<file path="config.mk">
export PLATFORM = sky130hd
export DESIGN_NAME = pcm_float_sample_converter
export DESIGN_NICKNAME = d
export VERILOG_FILES = /design/src/design/pcmf_pkg.sv /design/src/design/pcmf_i2f.sv /design/src/design/pcmf_f2i.sv /design/src/design/pcm_float_sample_converter.sv
export SDC_FILE = /design/constraint.sdc
export NUM_CORES = 1
export LEC_CHECK = 0
export ABC_AREA = 1
export ABC_CLOCK_PERIOD_IN_PS = 10600
export BUFFER_PORTS_ARGS = -buffer_cell sky130_fd_sc_hd__buf_2
export CORE_AREA = 2 2 176 178
export CTS_CLUSTER_SIZE = 20
export DETAILED_ROUTE_END_ITERATION = 8
export DIE_AREA = 0 0 178 180
export GPL_ROUTABILITY_DRIVEN = 0
export PLACE_DENSITY = 0.55
export SETUP_SLACK_MARGIN = 0.02
export SKIP_CTS_REPAIR_TIMING = 1
export SYNTH_ARGS = -nofsm -noshare
export SYNTH_HDL_FRONTEND = slang
export SYNTH_SLANG_ARGS = --single-unit
</file>
<file path="constraint.sdc">
create_clock -name clk -period 10.6 [get_ports clk]
set_input_delay 3.18 -clock clk [delete_from_list [all_inputs] [get_ports clk]]
set_output_delay 3.18 -clock clk [all_outputs]
set_load 0.005 [all_outputs]
</file>
<file path="src/design/pcmf_pkg.sv">
`timescale 1ns / 1ps
// ----------------------------------------------------------------------------
// pcmf_pkg: shared types and constants for the PCM float sample converter
// Register addresses, format codes and the configuration struct.
// ----------------------------------------------------------------------------
package pcmf_pkg;

	typedef enum logic [1:0] {
		FMT_U8  = 2'd0,
		FMT_S16 = 2'd1,
		FMT_S32 = 2'd2,
		FMT_RSV = 2'd3
	} fmt_t;

	typedef enum logic [0:0] {
		DIR_I2F = 1'b0,
		DIR_F2I = 1'b1
	} dir_t;

	localparam logic [0:0] ADDR_DIRECTION  = 1'b0;
	localparam logic [0:0] ADDR_INT_FORMAT = 1'b1;

	typedef struct packed {
		dir_t direction;
		fmt_t int_format;
	} cfg_t;

endpackage

</file>
<file path="src/design/pcmf_i2f.sv">
`timescale 1ns / 1ps
// ----------------------------------------------------------------------------
// pcmf_i2f: integer PCM to float32
// Scales sample by 2^-(N-1), rounds the 32-bit case to nearest even.
// ----------------------------------------------------------------------------
module pcmf_i2f
	import pcmf_pkg::*;
(
	input  logic [31:0] x,
	input  fmt_t        fmt,
	output logic [31:0] y
);
	logic        sign;
	logic [31:0] mag;
	logic [7:0]  k;
	logic [4:0]  p;
	logic [31:0] norm;
	logic [24:0] q;
	logic        rnd;
	logic        sticky;
	logic [7:0]  e;

	always_comb begin
		unique case (fmt)
			FMT_U8: begin
				sign = ~x[7];
				mag  = x[7] ? {24'd0, 1'b0, x[6:0]} : (32'd128 - {24'd0, x[7:0]});
				k    = 8'd7;
			end
			FMT_S16: begin
				sign = x[15];
				mag  = x[15] ? (32'h10000 - {16'd0, x[15:0]}) : {16'd0, x[15:0]};
				k    = 8'd15;
			end
			default: begin
				sign = x[31];
				mag  = x[31] ? (32'd0 - x) : x;
				k    = 8'd31;
			end
		endcase
	end

	always_comb begin
		p = 5'd0;
		for (int i = 0; i < 32; i++) begin
			if (mag[i]) p = 5'(i);
		end
	end

	always_comb begin
		norm   = mag << (5'd31 - p);
		sticky = |norm[6:0];
		rnd    = norm[7] & (sticky | norm[8]);
		q      = {1'b0, norm[31:8]} + {24'd0, rnd};
		e      = 8'd127 + {3'd0, p} - k + {7'd0, q[24]};
		if (mag == 32'd0) y = 32'd0;
		else if (q[24]) y = {sign, e, 23'd0};
		else y = {sign, e, q[22:0]};
	end
endmodule

</file>
<file path="src/design/pcmf_f2i.sv">
`timescale 1ns / 1ps
// ----------------------------------------------------------------------------
// pcmf_f2i: float32 to integer PCM
// Scales by 2^(N-1), truncates toward zero and saturates; NaN gives silence.
// ----------------------------------------------------------------------------
module pcmf_f2i
	import pcmf_pkg::*;
(
	input  logic [31:0] x,
	input  fmt_t        fmt,
	output logic [31:0] y
);
	logic        sign;
	logic [7:0]  e;
	logic [22:0] m;
	logic [23:0] mm;
	logic [4:0]  s;
	logic signed [9:0] ex;
	logic        big;
	logic [32:0] mag;
	logic [32:0] maxpos;
	logic [32:0] maxneg;
	logic [31:0] mask;
	logic [31:0] r;

	always_comb begin
		sign = x[31];
		e    = x[30:23];
		m    = x[22:0];
		unique case (fmt)
			FMT_U8:  s = 5'd7;
			FMT_S16: s = 5'd15;
			default: s = 5'd31;
		endcase
		mm     = (e == 8'd0) ? {1'b0, m} : {1'b1, m};
		ex     = ((e == 8'd0) ? -10'sd149 : ($signed({2'b0, e}) - 10'sd150))
			+ $signed({5'd0, s});
		maxneg = 33'd1 << s;
		maxpos = maxneg - 33'd1;
		mask   = 32'(({1'b0, maxneg} << 1) - 34'd1);
		big    = (e == 8'hFF) || (ex >= 10'sd9);
		mag    = 33'd0;
		if (big) mag = {33{1'b1}};
		else if (ex >= 10'sd0) mag = {9'd0, mm} << ex[3:0];
		else if (ex > -10'sd32) mag = {9'd0, mm} >> (-ex);
		if (e == 8'hFF && m != 23'd0) r = 32'd0;
		else if (sign) r = (mag >= maxneg) ? 32'(maxneg) & mask : 32'(33'd0 - mag) & mask;
		else r = (mag > maxpos) ? 32'(maxpos) : 32'(mag);
		y = (fmt == FMT_U8) ? {24'd0, r[7:0] + 8'd128} : r;
	end
endmodule

</file>
<file path="src/design/pcm_float_sample_converter.sv">
`timescale 1ns / 1ps
// ----------------------------------------------------------------------------
// pcm_float_sample_converter: PCM integer <-> float32 sample converter
// Input register, one pass of conversion logic, skid-free output register.
//
// channel | dir | tdata                       | tlast
// s_axis  | in  | sample_in[31:0]             | last_in
// m_axis  | out | sample_out[31:0]            | last_out
// apb     | in  | reg 0 direction, reg 1 int_format at 4*i
//
// One sample per cycle unless m_axis stalls; input then result register.
// Reset clears valid flags and sets direction 0, int_format 1.
// A stalled result holds; the input register advances whenever its content moves.
// ----------------------------------------------------------------------------
module pcm_float_sample_converter
	import pcmf_pkg::*;
(
	input  logic        clk,
	input  logic        arst_n,
	input  logic        psel,
	input  logic        penable,
	input  logic        pwrite,
	input  logic [2:0]  paddr,
	input  logic [31:0] pwdata,
	output logic [31:0] prdata,
	output logic        pready,
	input  logic        s_axis_tvalid,
	output logic        s_axis_tready,
	input  logic [31:0] s_axis_tdata,   // sample_in
	input  logic        s_axis_tlast,
	output logic        m_axis_tvalid,
	input  logic        m_axis_tready,
	output logic [31:0] m_axis_tdata,   // sample_out
	output logic        m_axis_tlast
);
	cfg_t        cfg_q;
	logic        vld_s1;
	logic [31:0] data_s1;
	logic        last_s1;
	logic        vld_s2;
	logic [31:0] data_s2;
	logic        last_s2;
	logic [31:0] i2f_y;
	logic [31:0] f2i_y;
	logic        adv2;
	logic        adv1;

	assign pready = 1'b1;

	always_ff @(posedge clk or negedge arst_n) begin
		if (!arst_n) begin
			cfg_q <= '{direction: DIR_I2F, int_format: FMT_S16};
		end else if (psel && penable && pwrite) begin
			unique case (paddr[2])
				ADDR_DIRECTION:  cfg_q.direction  <= dir_t'(pwdata[0]);
				ADDR_INT_FORMAT: cfg_q.int_format <= fmt_t'(pwdata[1:0]);
				default: ;
			endcase
		end
	end

	always_comb begin
		unique case (paddr[2])
			ADDR_DIRECTION:  prdata = {31'd0, cfg_q.direction};
			default:         prdata = {30'd0, cfg_q.int_format};
		endcase
	end

	assign adv2 = !vld_s2 || m_axis_tready;
	assign adv1 = !vld_s1 || adv2;
	assign s_axis_tready = adv1;

	always_ff @(posedge clk or negedge arst_n) begin
		if (!arst_n) begin
			vld_s1 <= 1'b0;
			vld_s2 <= 1'b0;
		end else begin
			if (adv1) vld_s1 <= s_axis_tvalid;
			if (adv2) vld_s2 <= vld_s1;
		end
	end

	always_ff @(posedge clk) begin
		if (adv1) begin
			data_s1 <= s_axis_tdata;
			last_s1 <= s_axis_tlast;
		end
		if (adv2) begin
			data_s2 <= (cfg_q.direction == DIR_F2I) ? f2i_y : i2f_y;
			last_s2 <= last_s1;
		end
	end

	pcmf_i2f u_i2f (.x(data_s1), .fmt(cfg_q.int_format), .y(i2f_y));
	pcmf_f2i u_f2i (.x(data_s1), .fmt(cfg_q.int_format), .y(f2i_y));

	assign m_axis_tvalid = vld_s2;
	assign m_axis_tdata  = data_s2;
	assign m_axis_tlast  = last_s2;

`ifndef NO_ASSERTIONS
	a_hold: assert property (@(posedge clk) disable iff (!arst_n)
		m_axis_tvalid && !m_axis_tready |=> m_axis_tvalid && $stable(m_axis_tdata))
		else $error("stalled result changed");
	a_ready: assert property (@(posedge clk) disable iff (!arst_n)
		!m_axis_tvalid |-> s_axis_tready)
		else $error("input blocked with empty output");
	a_move: assert property (@(posedge clk) disable iff (!arst_n)
		vld_s1 && adv2 |=> vld_s2)
		else $error("item lost between stages");
`endif
endmodule
</file>
# Yosys cells after proc, flatten, opt, wreduce, memory -nomap -nowiden
# Index checks and enable logic that the tools add are counted.
[word_totals]
wordCells = 107
output_inout_bits = 68
ff_bits = 71
input_bits = 75
[classes]
n_mux = 52
n_reduce_logical = 15
n_shift = 4
addsub = 15
n_eq_ne = 2
n_lt_le_gt_ge = 5
n_bitwise = 6
[ops]
columns = ["op", "count"]
rows = [
  ["$mux W32", 10],
  ["$mux W33", 3],
  ["$mux W5", 16],
  ["$and A32 B32 Y32", 2],
  ["$pmux W32 S2", 1],
  ["$sub A1 B32 Y32 const A", 2],
  ["$ge A33 B33 Y1", 1],
  ["$gt A33 B33 Y1", 1],
  ["$shl A1 B5 Y33 const A", 1],
  ["$shl A24 B4 Y33", 1],
  ["$shr A24 B10 Y33", 1],
  ["$sub A33 B1 Y33 const B", 1],
  ["$logic_not A32 Y1", 1],
  ["$mux W4", 8],
  ["$shl A32 B5 Y32", 1],
  ["$sub A32 B1 Y32 const B", 1],
  ["$add A24 B1 Y25", 1],
  ["$mux W24", 1],
  ["$mux W23", 1],
  ["$reduce_bool A23 Y1", 1],
  ["$pmux W5 S2", 2],
  ["$sub A17 B16 Y18 const A", 1],
  ["$mux W3", 4],
  ["$add A10 B6 Y10", 1],
  ["other kinds (27)", 36],
]

# Logic depth before layout (Yosys ltp)
# Gate-level depths: netlist (run 1).
[depth]
depth_word = 43
ltp_mapped = 59

# Cells and area by module
# A second synthesis (run 1) with hierarchy kept.
[unflattened]
hier_cells = 2291
hier_area_um2 = 13045.0
[by_module_without_submodules]
columns = ["mod", "n_inst", "area_each_um2", "cells_each"]
rows = [
  ["pcmf_f2i", 1, 5749.3, 1132],
  ["pcmf_i2f", 1, 4370.4, 925],
  ["pcm_float_sample_converter", 1, 2925.3, 234],
]

# Worst setup path after synthesis (run 1)
# OpenSTA, ideal clock, no wires.
[synth_timing]
path_type = "input to output"
start = "input m_axis_tready"
end = "output s_axis_tready"
n_path_buf = 0
slack_ns = 3.380
cell_stages = 2
required_ns = 7.420
arrival_time_ns = 4.040
path_cell_list = "inv_1 nand3_1"
[synth_via]
elab_chain_len = 2
[synth_lines]
columns = ["element", "line_no", "text"]
rows = [
  ["start: declaration", "pcm_float_sample_converter.sv:32", "input logic m_axis_tready,"],
  ["$logic_or A1 B1 Y1", "pcm_float_sample_converter.sv:69", "assign adv2 = !vld_s2 || m_axis_tready;"],
  ["$logic_or A1 B1 Y1", "pcm_float_sample_converter.sv:70", "assign adv1 = !vld_s1 || adv2;"],
  ["end: declaration", "pcm_float_sample_converter.sv:28", "output logic s_axis_tready,"],
]
# No other way between the ends.

# Final worst setup path (run 1)
[layout_timing]
start = "register data_s1[24]"
end = "register data_s2[29] (netlist: m_axis_tdata[29]) (data pin)"
[layout_via]
elab_chain_len = 20
word_cells_on_any_way = 49
[layout_lines]
columns = ["element", "line_no", "text"]
rows = [
  ["start: declaration", "pcm_float_sample_converter.sv:38", "logic [31:0] data_s1;"],
  ["start signal: assignment", "pcm_float_sample_converter.sv:85", "data_s1 <= s_axis_tdata;"],
  ["$sub A1 B32 Y32", "pcmf_i2f.sv:37", "mag = x[31] ? (32'd0 - x) : x;"],
  ["$mux W32", "pcmf_i2f.sv:37", ""],
  ["$pmux W32 S2", "pcmf_i2f.sv:24", "unique case (fmt)"],
  ["$mux W5 (8 in series)", "pcmf_i2f.sv:46", "if (mag[i]) p = 5'(i);"],
  ["$sub A5 B5 Y5", "pcmf_i2f.sv:51", "norm = mag << (5'd31 - p);"],
  ["$shl A32 B5 Y32", "pcmf_i2f.sv:51", ""],
  ["$reduce_or A7 Y1", "pcmf_i2f.sv:52", "sticky = |norm[6:0];"],
  ["$or A1 B1 Y1", "pcmf_i2f.sv:53", "rnd = norm[7] & (sticky | norm[8]);"],
  ["$and A1 B1 Y1", "pcmf_i2f.sv:53", ""],
  ["$add A24 B1 Y25", "pcmf_i2f.sv:54", "q = {1'b0, norm[31:8]} + {24'd0, rnd};"],
  ["$add A8 B1 Y8", "pcmf_i2f.sv:55", "e = 8'd127 + {3'd0, p} - k + {7'd0, q[24]};"],
  ["$mux W32", "pcmf_i2f.sv:56", "if (mag == 32'd0) y = 32'd0;"],
  ["$mux W32 *", "pcm_float_sample_converter.sv:89", "data_s2 <= (cfg_q.direction == DIR_F2I) ? f2i_y : i2f_y;"],
  ["end signal: assignment", "pcm_float_sample_converter.sv:89", ""],
  ["end: declaration", "pcm_float_sample_converter.sv:41", "logic [31:0] data_s2;"],
]
# Mark *: on every way between the ends. The rest lies on a longest branch, timed or not.
# A chain may end at the register's enable or synchronous reset.

==> results of run 1 <==
[logic make-up after synthesis]
logic type,share of synthesized area
buffers and inverters,0.123
adders and majority gates,0.0473
muxes,0.00673
xor gates and xnor gates,0.0226
DFF,0.177
and+or+nand+nor,0.466
other,0.000631
AOI/OAI and AO/OA,0.156
[state kept, by name, indices dropped and copies added, names as in the netlist]
name	cells
data_s1	32
m_axis_tdata	32
cfg_q	3
last_s1	1
m_axis_tlast	1
m_axis_tvalid	1
vld_s1	1
[layer usage]
layer / vias to the layer above / GRT usage
li1: 6936 / -
met1: 6459 / 0.392
met2: 617 / 0.432
met3: 76 / 0.0277
met4: 0 / 0.0803
met5: - / 0
[power breakdown]
group / switching [mW] / leakage, nW / internal, mW
logic: 1.16 / 5.29 / 0.469
clock network: 0.135 / 0.143 / 0.183
registers: 0.0306 / 0.729 / 0.383
total: 1.33 / 6.16 / 1.04
[critical path: cells and delay by family, from the launching register on]
| kind | cells | cell delay, ps |
|---|---|---|
| compound gates | 5 | 930 |
| fa+ha+maj | 1 | 130 |
| buf+inv | 11 | 2550 |
| flops | 1 | 360 |
| simple gates | 17 | 4320 |
[metrics by stage]
stage	total power, mW	hold slack [ps]	util	setup slack, ps	std cells
global route	2.58	457	0.422	1200	2517
CTS	2.33	448	0.422	2150	2517
finish	2.36	437	0.422	2020	2517
global placement	1.99	407	0.412	2270	2501
floorplan	1.57	400	-	3380	2123
detailed placement	2.01	439	0.412	2180	2501
[how the worst min path moves through the flow]
stage	start	endpoint	slack, ps	depth (start not counted)
global placement	last_s1	m_axis_tlast	410	0
CTS	last_s1	m_axis_tlast	450	0
finish	last_s1	m_axis_tlast	440	0
detailed placement	last_s1	m_axis_tlast	440	0
floorplan	last_s1	m_axis_tlast	400	0
global route	last_s1	m_axis_tlast	460	0
[placed cells by master (no fill, tap or decap), drive strengths merged, types with 4 or more instances in the layout]
master / count
nand2: 645
nand3: 303
inv: 222
nor2: 219
o21ai: 217
buf: 98
edfxtp: 66
a21oi: 55
ha: 45
nand4: 34
conb: 33
nor3: 33
xor2: 26
o211ai: 24
nor4: 15
a31oi: 13
or2: 11
clkbuf: 9
mux2i: 8
clkinv: 8
dfrtp: 4
o21bai: 4
[layout make-up]
type	instances	area share
Inverter	225	0.0663
Tap cell	396	0.0389
Clock buffer	9	0.0177
Sequential cell	71	0.166
Timing Repair Buffer	98	0.0422
Multi-Input combinational cell	1711	0.664
Clock inverter	7	0.00570
==> impl_results.md, run 1 <==
- Cell count after synthesis: 2,092
- Area share of the leading cell type in the synthesized netlist: 0.199
- Initial Util: 0.394
- Run status: finished, final reports clean
- Inserted Clock Buffers: 9
- Detailed route wirelength on metal3: 3.14 mm
- Post-synth EDFFs: 66
- CTS clk-pin slew, worst paths: 70 ps
- Sort of element at the start of the critical path: register
- Floorplan die height: 180 µm
- Clock sink total: 71
- Hold Violations, Final: 0
- Antenna diode count: 0
- Capture point of the critical path: m_axis_tdata[29]
- Capturing point of the worst reg2reg path: m_axis_tdata[29]
- Area used by multi-input combinational logic: 8450 µm²
- Via density per instance: 5.60
- Sum of routed wire length over all layers: 44.2 mm
- Antenna-violating nets left: 0
- Core ar.: 30,200 µm²
- Max-cap violations: 0
- Worst setup EP type: register
- Clk_skew: 16.1 ps
- Post-synthesis instance area: 11,900 µm²
- RSZ-0062 raised after global routing: false
- Critical path required time: 10,700 ps
- Shortest clock period the worst path allows after layout: 8580 ps
- Number of top-level pins: 143
- Share of cells above drive strength 1: 0.100
- Final HPWL DP: 35.5 mm
- Setup TNS: 0 ps
- Cell taking the most area after synthesis: sky130_fd_sc_hd__nand2_1
- Flop2flop setup slack: 2020 ps
- Share of the clock period used by the worst path after layout: 0.809
- Actual slew at the worst max-slew pin: 1070 ps
- Slew Limit Fails: 0
- Total number of vias: 14,100
- Biggest fanout along the worst timing path: 35
- Count of final setup violators: 0
- Arrival time at the worst endpoint: 8670 ps
- Slowest Stage Delay on Critical Path: 670 ps
- Worst-case vdd ir drop: 0.0756 mV
- TritonCTS clock tree: yes
- Placed inst area: 12,400 µm²
- Startpoint of the most critical setup path: data_s1[24]
- Synthesis-stage register bit count: 71
- Met2 Wirelength: 19.8 mm
- Filler instances: 3,342
- Post-route cell area: 12,700 µm²
- Syn Area/Cell: 5.69 µm²
- WL per Instance: 17.6 µm
- Critical R2R Launch: data_s1[24]
- Number of port buffers: 79
- Overall Global Routing Usage: 0.274
- Worst r2r path cells: 34
- Routed metal-1 wire length: 20.0 mm
- Area enclosed by the die boundary: 32,000 µm²
- Insertion delay of the later-clocked pin in the worst-skew pair: 360 ps
- Clock Path Buffers: 2
- Category of the most critical setup path: reg -> reg
- Number of global-route vias before repair: 12,500
- Yosys cell types: 63
- Layout overhead on the synthesized area: 6.98%
- Final net count: 2,236
- Kind of path behind the tightest hold check: reg -> reg
- YS warnings: 0
- Pin count of the biggest net entering global routing: 42
- Most common library cells after synthesis: sky130_fd_sc_hd__nand2_1, sky130_fd_sc_hd__nand3_1, sky130_fd_sc_hd__nor2_1
- DR iter-0 viols: 1,543
- GRT overflow: 0
- Site row count: 64
- Proportion of synthesized flip-flops having asynchronous set or reset: 0.0704
- P_leak: 6.16 nW
- Cell at the root of the clock tree: sky130_fd_sc_hd__clkbuf_16
- Total power divided by cell area: 185 nW/µm²
- Leading cell types by total area after synthesis: sky130_fd_sc_hd__nand2_1, sky130_fd_sc_hd__edfxtp_1, sky130_fd_sc_hd__nand3_1
- Flip-flop cell with the highest count after synthesis: sky130_fd_sc_hd__edfxtp_1
- Number of H-tree levels: 3
- Relative max-transition margin: 0.284
- Width of the chip: 178 µm
- First-pass iteration count of the detailed router: 6
- Sequential cell area: 2110 µm²
- Master of the slowest instance on the critical path: sky130_fd_sc_hd__clkinv_1
- Global-route wire length before repair: 69.0 mm
- Highest metal layer used by the detailed router: met4
- Fmax: 0.117 GHz
- Most frequently used cell type in the post-synthesis netlist: sky130_fd_sc_hd__nand2_1
- DRC Markers: 0
- Initial antenna violation count: 0
- Part of the Yosys area used for sequential elements: 0.177
No activity file was read; power rests on OpenSTA's default activity.
==> inputs of run 2 (changes only) <==
Settings changed: ABC_CLOCK_PERIOD_IN_PS 10600 to 7100, PLACE_DENSITY 0.55 to 0.57.
Clock period 10.6 ns to 7.1 ns, I/O delays scaled along.
==> run 2 against run 1 <==
Fmax increased by 31%. Core utilization increased by 1.2 points. Highest routed layer unchanged. Register-to-register slack got worse by 1500 ps. Design area increased by 2.9%.
==> impl_results.md, run 2 (synthesized netlist as in run 1, its figures left out) <==
- Kind of path behind the tightest hold check: reg -> reg
- Cell at the root of the clock tree: sky130_fd_sc_hd__clkbuf_16
- Number of global-route vias before repair: 12,900 (+3.4%)
- Total power divided by cell area: 275 nW/µm² (+48%)
- Post-route cell area: 13,100 µm² (+2.9%)
- Core ar.: 30,200 µm² (unchanged)
- Pin count of the biggest net entering global routing: 36 (-14%)
- Actual slew at the worst max-slew pin: 685 ps (-385 ps)
- GRT overflow: 0 (unchanged)
- Clock sink total: 71 (unchanged)
- Master of the slowest instance on the critical path: sky130_fd_sc_hd__nor4_1
- Share of cells above drive strength 1: 0.121 (+0.0209)
- Critical R2R Launch: data_s1[29]
- Most common cell after layout, fill and taps aside: sky130_fd_sc_hd__nand2_1
- Net Switching: 2.00 mW (+51%)
- Critical path required time: 7190 ps (-3510 ps)
- Shortest clock period the worst path allows after layout: 6540 ps (-2040 ps)
- Insertion delay of the later-clocked pin in the worst-skew pair: 350 ps (about the same)
- Sw frac: 0.555 (-0.00632)
- Floorplan die height: 180 µm (unchanged)
- Number of port buffers: 79 (unchanged)
- DR iter-0 viols: 1,588 (+2.9%)
- Power, Total: 3.60 mW (+52%)
- Global-route wire length before repair: 69.3 mm (+0.56%)
- Origin of the worst min-delay path: last_s1
- Antenna-violating nets left: 0 (unchanged)
- Relative max-transition margin: 0.538 (+0.254)
- TritonCTS clock tree: yes
- Worst r2r path cells: 36 (+5.9%)
- Flop2flop setup slack: 560 ps (-1460 ps)
- Clk_skew: 12.0 ps (-4.12 ps)
- Width of the chip: 178 µm (unchanged)
- Worst-case vdd ir drop: 0.122 mV (+62%)
- Clock Path Buffers: 2 (unchanged)
- Relative contribution of the clock network to total power: 0.132 (-0.003)
- P_leak: 6.37 nW (+3.3%)
- Endpoint, Worst Hold: m_axis_tlast
- Worst setup EP type: register
- Number of H-tree levels: 3 (unchanged)
- Hold Violations, Final: 0 (unchanged)
- Final HPWL DP: 35.9 mm (+1.2%)
- Max-cap violations: 0 (unchanged)
- Via density per instance: 5.55 (-0.82%)
- WL per Instance: 17.2 µm (-1.9%)
- Category of the most critical setup path: reg -> reg
- Area enclosed by the die boundary: 32,000 µm² (unchanged)
- Number of top-level pins: 143 (unchanged)
- Site row count: 64 (unchanged)
- Setup TNS: 0 ps (unchanged)
- Internal cell power: 1.60 mW (+55%)
- Initial Util: 0.394 (unchanged)
- Slowest Stage Delay on Critical Path: 510 ps (-160 ps)
- Filler instances: 3,302 (-1.2%)
- Total number of vias: 14,200 (+0.68%)
- Placed inst area: 12,700 µm² (+2.1%)
- Final net count: 2,274 (+1.7%)
- Share of the clock period used by the worst path after layout: 0.921 (+0.111)
- First-pass iteration count of the detailed router: 6 (unchanged)
- Initial antenna violation count: 0 (unchanged)
- Inserted Clock Buffers: 9 (unchanged)
- Sort of element at the start of the critical path: register
- DRC Markers: 0 (unchanged)
- Run status: finished, final reports clean
- Sum of routed wire length over all layers: 44.0 mm (-0.41%)
- Share of the core filled with cells: 0.434 (+0.0121)
- CP most frequent cell: sky130_fd_sc_hd__nand2_1
- Capturing point of the worst reg2reg path: m_axis_tdata[17]
- Most frequent cells in the layout: sky130_fd_sc_hd__nand2_1, sky130_fd_sc_hd__nand3_1, sky130_fd_sc_hd__nor2_1
- Overall Global Routing Usage: 0.273 (about the same)
- Slew Limit Fails: 0 (unchanged)
- Relative contribution of combinational cells to total power: 0.697 (+0.007)
- Arrival time at the worst endpoint: 6630 ps (-2040 ps)
- Fmax: 0.153 GHz (+31%)
- Hold depth: 0 (unchanged)
- Sequential power share: 0.170 (-0.005)
- Biggest fanout along the worst timing path: 21 (-40%)
- Antenna diode count: 0 (unchanged)
- Layout overhead on the synthesized area: 10.1%
- CTS clk-pin slew, worst paths: 70 ps (about the same)
- RSZ-0062 raised after global routing: true
- Count of final setup violators: 0 (unchanged)
## run 2: cell count changes in the layout (fill, tap and decap cells not counted), sizes merged
cell  delta
buf     +38
## run 2: power by group through the flow
stage	combinational [mW]	sequential, mW	clock, mW
final	2.51	0.612	0.477
after detailed placement	2.42	0.621	0
after CTS	2.43	0.612	0.488
after global routing	2.80	0.623	0.503
after global placement	2.41	0.619	0
after floorplan	1.72	0.622	0
## run 2: through the flow
stage / setup WS (ps) / hold slack, ps / std cells
after detailed placement: 33.8 / 416 / 2536
after floorplan: 1380 / 400 / 2123
after CTS: -5.44 / 437 / 2552
after global placement: 58.3 / 402 / 2536
after global routing: -0.546 / 447 / 2555
final: 563 / 433 / 2555
## run 2: worst max path at each step
stage	start	end	slack (ps)	cells past startpoint
6_report	data_s1[29]	m_axis_tdata[17]	560	36
4_1_cts	data_s1[28]	m_axis_tdata[17]	-5	36
5_1_grt	data_s1[29]	m_axis_tdata[29]	-0.5	39
3_5_place_dp	data_s1[28]	m_axis_tdata[17]	30	36
2_1_floorplan	data_s1[24]	m_axis_tdata[29]	1380	38
3_3_place_gp	data_s1[28]	m_axis_tdata[15]	60	37
## run 2: critical path: cells and delay by family, from the launching register on
kind                     cells  cell delay, ps
buffers and inverters        5             530
AND/OR/NAND/NOR             24            3730
flip-flops                   1             490
XOR/XNOR                     1             150
adder cells (fa/ha/maj)      2             760
AO/OA/AOI/OAI                4             600
## run 2: area by class of cell
type,instances,area [µm²],area share
Clock buffer,9,225,0.0172
Clock inverter,7,72.6,0.00554
Inverter,225,850,0.0648
Multi-Input combinational cell,1711,8530,0.651
Sequential cell,71,2110,0.161
Tap cell,396,495,0.0378
Timing Repair Buffer,136,827,0.0631
## run 2: routing by layer
metal,up-vias,wire length [µm],track usage
met5,-,0,0
met3,95,3690,0.0324
met2,671,19500,0.424
met1,6395,19400,0.388
li1,7023,-,-
met4,0,1520,0.0990
